--- src/design/lnsi_pkg.sv ---
package lnsi_pkg;

  localparam int unsigned LNSI_QUEUE_DEPTH = 4;

  localparam logic [47:0] LCG_MUL     = 48'h0005_DEEC_E66D;
  localparam logic [47:0] LCG_ADD     = 48'h0000_0000_000B;
  localparam logic [47:0] JUMP_MUL    = 48'd254681119335897;
  localparam logic [47:0] JUMP_ADD    = 48'd120305458776662;
  localparam logic [63:0] LATTICE_OFS = 64'd107048004364969;

  localparam logic [63:0] K_33441 = 64'd33441;
  localparam logic [63:0] K_17549 = 64'd17549;
  localparam logic [63:0] K_46603 = 64'd46603;
  localparam logic [63:0] K_39761 = 64'd39761;
  localparam logic [63:0] K_66882 = 64'd66882;
  localparam logic [63:0] K_35098 = 64'd35098;

  // one queue word: hit count and the low states of the first two hits
  typedef struct packed {
    logic [2:0]  count;
    logic [47:0] state0;
    logic [47:0] state1;
  } lnsi_entry_t;

  // partial products of a 48-bit multiply modulo 2^48
  typedef struct packed {
    logic [47:0] p0;
    logic [23:0] p1;
    logic [23:0] p2;
  } lnsi_part_t;

  function automatic lnsi_part_t lnsi_mul_part(input logic [47:0] a, input logic [47:0] c);
    lnsi_part_t p;
    logic [47:0] t1;
    logic [47:0] t2;
    p.p0 = 48'(a[23:0]) * 48'(c[23:0]);
    t1   = 48'(a[23:0]) * 48'(c[47:24]);
    t2   = 48'(a[47:24]) * 48'(c[23:0]);
    p.p1 = t1[23:0];
    p.p2 = t2[23:0];
    return p;
  endfunction

  function automatic logic [47:0] lnsi_mul_sum(input lnsi_part_t p, input logic [47:0] add);
    logic [23:0] mid;
    mid = p.p1 + p.p2;
    return p.p0 + {mid, 24'd0} + add;
  endfunction

endpackage

--- src/design/lnsi_queue.sv ---
module lnsi_queue import lnsi_pkg::*; #(
  parameter int unsigned DEPTH = LNSI_QUEUE_DEPTH
) (
  input  logic        clk,
  input  logic        rst_n,
  input  logic        push,
  input  lnsi_entry_t push_entry,
  output logic        full,
  input  logic        pop,
  output logic        not_empty,
  output lnsi_entry_t head
);

  localparam int unsigned PW = (DEPTH > 1) ? $clog2(DEPTH) : 1;
  localparam int unsigned CW = $clog2(DEPTH + 1);

  lnsi_entry_t   mem_r [DEPTH];
  logic [PW-1:0] wr_ptr_r, wr_ptr_nxt, rd_ptr_r, rd_ptr_nxt;
  logic [CW-1:0] cnt_r, cnt_nxt;
  logic          do_push, do_pop;

  assign full      = (cnt_r == CW'(DEPTH));
  assign not_empty = (cnt_r != '0);
  assign head      = mem_r[rd_ptr_r];
  assign do_push   = push && !full;
  assign do_pop    = pop && not_empty;

  always_comb begin
    wr_ptr_nxt = (wr_ptr_r == PW'(DEPTH - 1)) ? '0 : wr_ptr_r + PW'(1);
    rd_ptr_nxt = (rd_ptr_r == PW'(DEPTH - 1)) ? '0 : rd_ptr_r + PW'(1);
    cnt_nxt    = cnt_r + CW'(do_push) - CW'(do_pop);
  end

  always_ff @(posedge clk) begin
    if (!rst_n) begin
      wr_ptr_r <= '0;
      rd_ptr_r <= '0;
      cnt_r    <= '0;
    end else begin
      if (do_push) wr_ptr_r <= wr_ptr_nxt;
      if (do_pop)  rd_ptr_r <= rd_ptr_nxt;
      cnt_r <= cnt_nxt;
    end
  end

  always_ff @(posedge clk) begin
    if (do_push) begin
      mem_r[wr_ptr_r] <= push_entry;
    end
  end

endmodule

--- config.mk ---
export PLATFORM = sky130hd
export DESIGN_NAME = lnsi_queue
export DESIGN_NICKNAME = d
export VERILOG_FILES = /design/src/design/lnsi_pkg.sv /design/src/design/lnsi_queue.sv
export SDC_FILE = /design/constraint.sdc
export NUM_CORES = 1
export LEC_CHECK = 0
export ABC_AREA = 1
export BUFFER_PORTS_ARGS = -buffer_cell sky130_fd_sc_hd__clkbuf_2
export CORE_MARGIN = 10
export CORE_UTILIZATION = 49
export DETAILED_ROUTE_END_ITERATION = 10
export PLACE_DENSITY = 0.77
export SYNTH_ARGS = -nofsm -noshare
export SYNTH_HDL_FRONTEND = slang
export SYNTH_SLANG_ARGS = --single-unit
export TNS_END_PERCENT = 1
--- constraint.sdc ---
create_clock -name clk -period 18.1 [get_ports clk]
set_input_delay 2.715 -clock clk [delete_from_list [all_inputs] [get_ports clk]]
set_output_delay 2.715 -clock clk [all_outputs]
set_load 0.02 [all_outputs]
==> results of run 1 <==
[Yosys cell counts]
| library cell | instances |
|---|---|
| a21boi_0 | 1 |
| a21oi_1 | 1 |
| buf_12 | 1 |
| buf_2 | 5 |
| buf_4 | 7 |
| buf_6 | 11 |
| clkbuf_1 | 40 |
| clkinv_4 | 1 |
| dfxtp_1 | 9 |
| edfxtp_1 | 396 |
| fa_1 | 1 |
| ha_1 | 7 |
| inv_1 | 13 |
| inv_6 | 1 |
| nand2_1 | 11 |
| nand3_1 | 1 |
| nand3b_1 | 2 |
| nor2_1 | 214 |
| o21ai_0 | 175 |
| o21ai_1 | 23 |
| o22ai_1 | 99 |
| or2_2 | 1 |
| xnor2_1 | 1 |
[report_power, final]
part           switching, mW  internal [mW]
combinational          0.588          0.226
sequential            0.0406           1.15
clock                  0.329          0.468
total                  0.958           1.84
[kinds of logic (layout without fill, tap and decap cells)]
kind of cell | Yosys count | in the layout | share of synthesized area [%]
AOI/OAI and AO/OA | 299 | 299 | 10.73
other | 0 | 1 | 0
adders and majority gates | 8 | 8 | 0.7117
DFF | 405 | 405 | 79.84
and+or+nand+nor | 229 | 229 | 5.760
xor gates and xnor gates | 1 | 1 | 0.05794
buffers and inverters | 79 | 305 | 2.896
[layer usage]
| metal | wire length, um | part of all wire, % | vias up |
|---|---|---|---|
| li1 | - | - | 4236 |
| met1 | 13190 | 41 | 4338 |
| met2 | 15420 | 48 | 302 |
| met3 | 2745 | 8.6 | 54 |
| met4 | 706 | 2.2 | 4 |
| met5 | 27 | 0.084 | - |
[cell usage in the layout (no fill, tap or decap), types with 10 or more instances in the layout]
cell / instances
o21ai_0: 175
nor2_1: 210
buf_4: 12
edfxtp_1: 396
inv_1: 13
clkbuf_2: 203
o22ai_1: 99
clkbuf_16: 43
nand2_1: 11
o21ai_1: 23
clkbuf_1: 10
[worst min-delay path, cell delays in order (launching register included)]
cell	delay (ns)
dfxtp_1	0.32
nor2_1	0.10
nor2_1	0.06
[final timing paths]
path / endpoint / cells past startpoint / slack [ns]
setup / recovery: head[28] / 5 / 12.35
setup reg to reg: mem_r[1][68]$_DFFE_PP_ / 6 / 15.22
hold / removal: flop / 2 / 0.51
hold reg to reg: flop / 2 / 0.51
[layout make-up]
cell class                 count  area, um^2  share of cell area, %
sequential                   405       12080                  68.35
multi-input combinational    537        2640                  14.94
clock buffer                  54        1127                  6.379
timing repair buffer         215        1106                  6.258
tap                          396       495.5                  2.804
clock inverter                21       156.4                 0.8850
inverter                      15       66.31                 0.3752
antenna                        1       2.502                0.01416
[sequential cells by signal, indices dropped and copies added, names as in the netlist, named ones only]
| signal | count |
|---|---|
| rd_ptr_r | 2 |
| wr_ptr_r | 2 |
| cnt_r | 3 |
| mem_r | 396 |
==> results.txt, run 1 <==
CP cell instances: inv_6 > buf_4 > o21ai_0 > o22ai_1 > clkbuf_2
Relative slew slack: 23.86%
Cell area after synthesis: 15120 um^2
Die ar.: 38280 um^2
Startpoint types: flop
CTS Hold Buffers Added: 0
Die Span Y: 195.7 um
Nets: 1326
Core Box Area: 30510 um^2
Met1 Use GR: 20.91%
Slew @ Worst Pin: 1.142 ns
Hold WS: 0.5135 ns
Worst Skew: 0.01215 ns
Final Core Density: 57.93%
Synth unique cells: 23
Row cnt: 64
Syn_nets: 1132
Routing usage on met2: 26.21%
Initial drt markers: 678
Area leader, netlist: edfxtp_1
Count of warnings emitted by yosys: 0
Clock buffer count from CTS: 41
# IOs: 204
Via density: 5.434
Clock Sinks: 405
GRT Total Usage: 16.28%
Busiest grt layer: met2
HP Class: flop to flop
Fin crit share: 31.77%
CTS H-Tree Depth: 2
DR DRC count: 0
Pre-CTS setup slack: 12.88 ns
PostCTS Resize Cnt: 0
Wire length per cell: 19.52 um
Grt total ovfl: 0
Final HPWL DP: 18540 um
Hold Fails Final Rpt: 0
Final RePlAce weighted congestion: 0.7008
Fmax: 173.9 MHz
Starting Density: 49.56%
Worst r2r src: cnt_r[1]$_SDFF_PN0_
Clock buffer depth: 3
Min cycle time layout: 5.750 ns
Met3 Resource Use GR: 4.945%
Mapped Cells: 1021
Detail Route Antenna Nets: 0
Worst-path fanout max: 112
PD cells: 158.5 nW/um^2
Yosys top cell area share: 78.65%
Dpl cell area: 16390 um^2
Fill cell count: 2330
First-pass GRT wire length: 50240 um
Clock transition at path regs: 0.06 ns
Initial antenna violation count: 3
Die width: 195.7 um
Final Instance Count excl. Fillers: 1644
Final Instance Area: 17670 um^2
Slowest cell on crit path: buf_4
Max-slew violations: 0
Postcts setup bufs: 0
CP Data Arrival Time: 3.04 ns
Number of buffers inserted by port buffering: 203
CTS tree: yes
Max VDD drop: 0.08561 mV
Max_cap viols: 0
Top cells by area in the synthesized netlist: edfxtp_1 79%, o21ai_0 5.8%, nor2_1 5.3%
Post-layout power: 2.802 mW
Final setup fails: 0
Critical Path RT: 15.39 ns
RSZ-0062 raised after global routing: no
Origin of the worst min-delay path: rd_ptr_r[1]$_SDFFE_PN0N_
DRT Wirelength: 32090 um
CTS root buf: clkbuf_16
Via Count: 8934
Status: finished clean
Critical path class: flop to output port
WP buf/inv: 3
Initial DRT Pass Iterations: 5
Worst skew pair latency: 0.52 ns
Fin worst setup slack: 12.35 ns
Mapped Avg Cell Area: 14.81 um^2
Largest net degree at the start of global routing: 113
Vias in the first global route: 9062
Placed cells: 1568
Proportion of layout cells with a drive suffix above 1: 22.45%
Critical path's largest stage delay: 0.92 ns
Lkg Pwr: 6.225 nW
Synth-to-Final Area Change: 16.89%
Crit path max-delay family: buffers and inverters
Critical Path Sink Type: output port
Final TNS setup: 0 ns
Seq/Total Area, Yosys: 79.84%
#FFs+latches synth: 405
(Power assumes the default switching activity.)
==> run 2: changes to the inputs <==
--- a/config.mk
+++ b/config.mk
@@ -5,7 +5,7 @@
 export SDC_FILE = /design/constraint.sdc
 export NUM_CORES = 1
 export LEC_CHECK = 0
-export ABC_AREA = 1
+export ABC_AREA = 0
 export BUFFER_PORTS_ARGS = -buffer_cell sky130_fd_sc_hd__clkbuf_2
 export CORE_MARGIN = 10
 export CORE_UTILIZATION = 49
==> constraint.sdc (replaced) <==
create_clock -name clk -period 5.9 [get_ports clk]
set_input_delay 0.885 -clock clk [delete_from_list [all_inputs] [get_ports clk]]
set_output_delay 0.885 -clock clk [all_outputs]
set_load 0.02 [all_outputs]
==> run 2 against run 1 <==
Compared with the run above: final area is 0.84% lower; count of clock-buffer cells in the layout is 3 lower; sequential share of layout area rose by 0.58 points; sequential cell count unchanged; global-route usage fell by 1.3 points; hold slack worse by 0.0011 ns; synthesized cell count shrank 44%; clock skew down 0.00096 ns; critical path type unchanged; highest routed layer is now met4.
==> results.txt, run 2 <==
Proportion of layout cells with a drive suffix above 1: 45.04%
Hold Fails Final Rpt: 0
Seq/Total Area, Yosys: 81.97%
Nets: 908
Startpoint types: flop
Lkg Pwr: 5.917 nW
GRT Total Usage: 15.03%
Critical path class: flop to output port
Largest family of logic cells by synthesized area: multiplexers
Min cycle time layout: 3.643 ns
Synth Area in Adders: 0.7307%
CTS tree: yes
Clk pwr share: 32.6%
Synth-to-Final Area Change: 19.01%
Sw frac: 27.00%
Seq pwr share: 45.6%
Worst hold path depth: 2
Max_cap viols: 0
Flop2flop setup slack: 3.04 ns
Hold endpoint: wr_ptr_r[1]$_SDFFE_PN0P_
Synth Area in Simple Gates: 0.7052%
Total internal power: 5.753 mW
Final HPWL DP: 17650 um
Die width: 193.4 um
R2R depth: 4
Die ar.: 37390 um^2
Detail Route Antenna Nets: 0
Critical Path Sink Type: output port
Mapped Cells: 569
Max VDD drop: 0.3471 mV
DRT Wirelength: 28390 um
Worst-path fanout max: 58
Initial DRT Pass Iterations: 5
Critical Path RT: 5.02 ns
Final RePlAce weighted congestion: 0.6737
Max FFs per register: 396
Crit path max-delay family: flip-flops
Biggest registers after layout: mem_r (396), cnt_r (3)
Most frequent cells in the layout: 396 x edfxtp_1, 203 x clkbuf_2, 99 x mux4_2, 41 x clkbuf_16
Top cells by area in the synthesized netlist: edfxtp_1 81%, mux4_2 15%, dfxtp_1 1.2%
Max-slew violations: 0
Sequential Area: 12080 um^2
# IOs: 204
Count of warnings emitted by yosys: 0
Worst Skew: 0.01119 ns
Critical path's largest stage delay: 0.95 ns
Fin crit share: 61.75%
Main synth FF type: edfxtp_1
R2r endpoint: mem_r[2][47]$_DFFE_PP_
Clock Sinks: 405
PD cells: 449.7 nW/um^2
CP Data Arrival Time: 2.76 ns
Clock buffer depth: 3
EDFF count, synth: 396
Synth unique cells: 22
Commonest non-fill, non-tap cell in the layout: edfxtp_1
Initial drt markers: 461
Clock buffer count from CTS: 40
Origin of the worst min-delay path: wr_ptr_r[1]$_SDFFE_PN0P_
Via density: 5.380
Yosys top cell area share: 80.75%
Worst skew pair latency: 0.50 ns
Async set or reset register ratio after synthesis: 0%
Mux share of post-synthesis cell area: 15.28%
Syn_nets: 680
RSZ-0062 raised after global routing: no
Fmax: 274.5 MHz
Starting Density: 49.69%
Relative slew slack: 30.00%
Vias in the first global route: 7211
Mapped Avg Cell Area: 25.88 um^2
NetSw: 2.128 mW
Via Count: 6558
Comb power frac: 21.8%
Slew @ Worst Pin: 1.050 ns
Clock transition at path regs: 0.06 ns
PostCTS Resize Cnt: 0
HP Class: flop to flop
Final TNS setup: 0 ns
Synth Area in XOR/XNOR: 0.1189%
Final setup fails: 0
WP buf/inv: 2
Cell area after synthesis: 14730 um^2
#FFs+latches synth: 405
Largest Register: mem_r
Wire length per cell: 23.29 um
Worst r2r src: cnt_r[1]$_SDFF_PN0_
Status: finished clean
Core Box Area: 29640 um^2
Synth cell count leaders: 396 x edfxtp_1, 99 x mux4_2, 10 x buf_2, 10 x clkbuf_1, 9 x dfxtp_1
DR DRC count: 0
Largest net degree at the start of global routing: 100
Initial antenna violation count: 3
CTS Hold Buffers Added: 0
CTS root buf: clkbuf_16
Number of buffers inserted by port buffering: 203
Fill cell count: 2127
Area leader, netlist: edfxtp_1
CP cell instances: buf_4 > mux4_2 > clkbuf_2
Postcts setup bufs: 0
Hold WS: 0.5124 ns
Grt total ovfl: 0
Row cnt: 63
Post-layout power: 7.881 mW
Most common cell in the netlist: edfxtp_1
First-pass GRT wire length: 44260 um
Multi-input gate area: 2506 um^2
Slowest cell on crit path: dfxtp_4
CTS H-Tree Depth: 2
Compound-Gate Fraction of Synth Area: 0.1189%
Die Span Y: 193.4 um
run 2: changes by cell type in the layout (fill, tap and decap cells not counted), sizes merged, moves of 4 or more:
cell    previous run  this run
mux4               0        99
and2               0         6
inv               16         6
nand2             11         6
buf               12         7
nor2             214         2
bufinv             2         6
o22ai             99         0
o21ai            198         2
run 2: metal layers:
metal	share of wire, %	up-vias	GRT usage (%)
li1	-	2898	-
met1	44	3417	20.63
met2	48	202	23.39
met3	6.9	41	4.443
met4	1.7	0	3.348
met5	0	-	0
run 2: worst max-delay path by stage:
stage,startpoint,endpoint,slack [ns],cells after the start
after floorplan,push,mem_r[0][0]$_DFFE_PP_,1.88,3
after global placement,push,mem_r[2][46]$_DFFE_PP_,2.55,4
after detailed placement,push,mem_r[0][54]$_DFFE_PP_,2.52,4
after CTS,flop,head[89],2.19,3
after global routing,flop,head[91],2.11,3
final,flop,head[91],2.26,3
run 2: cells by family (layout without fill, tap and decap cells):
logic type	after synthesis	count (layout)
flip-flops	405	405
multiplexers	101	101
buffers and inverters	30	287
AND/OR/NAND/NOR	20	20
adder cells (fa/ha/maj)	8	8
AO/OA/AOI/OAI	3	3
XOR/XNOR	2	2
other	0	3
run 2: area by class of cell:
class / instances / area share, %
sequential: 405 / 68.92
multi-input combinational: 134 / 14.30
clock buffer: 51 / 6.240
timing repair buffer: 210 / 6.168
tap: 390 / 2.784
clock inverter: 20 / 1.414
inverter: 6 / 0.1285
antenna: 3 / 0.04284
run 2: tightest hold or removal path: cells and delay by family (launching register included):
kind,cells,cell delay (ns)
flops,1,0.33
mux,1,0.06
simple gates,1,0.06
run 2: metrics by stage:
step / utilization, % / worst slack, ns / cells / cell area [um^2]
floorplan: - / 1.876 / 569 / 14730
global placement: 54.58 / 2.551 / 1145 / 16180
detailed placement: 54.58 / 2.525 / 1145 / 16180
CTS: 59.11 / 2.195 / 1216 / 17520
global route: 59.11 / 2.112 / 1216 / 17520
finish: 59.13 / 2.257 / 1219 / 17530
run 2: power groups by stage:
stage	registers, mW	logic [mW]	clock network (mW)
3_3_place_gp	3.64	1.76	0
4_1_cts	3.60	1.77	2.62
6_report	3.60	1.72	2.57
2_1_floorplan	3.63	1.22	0
3_5_place_dp	3.66	1.77	0
5_1_grt	3.63	1.86	2.74
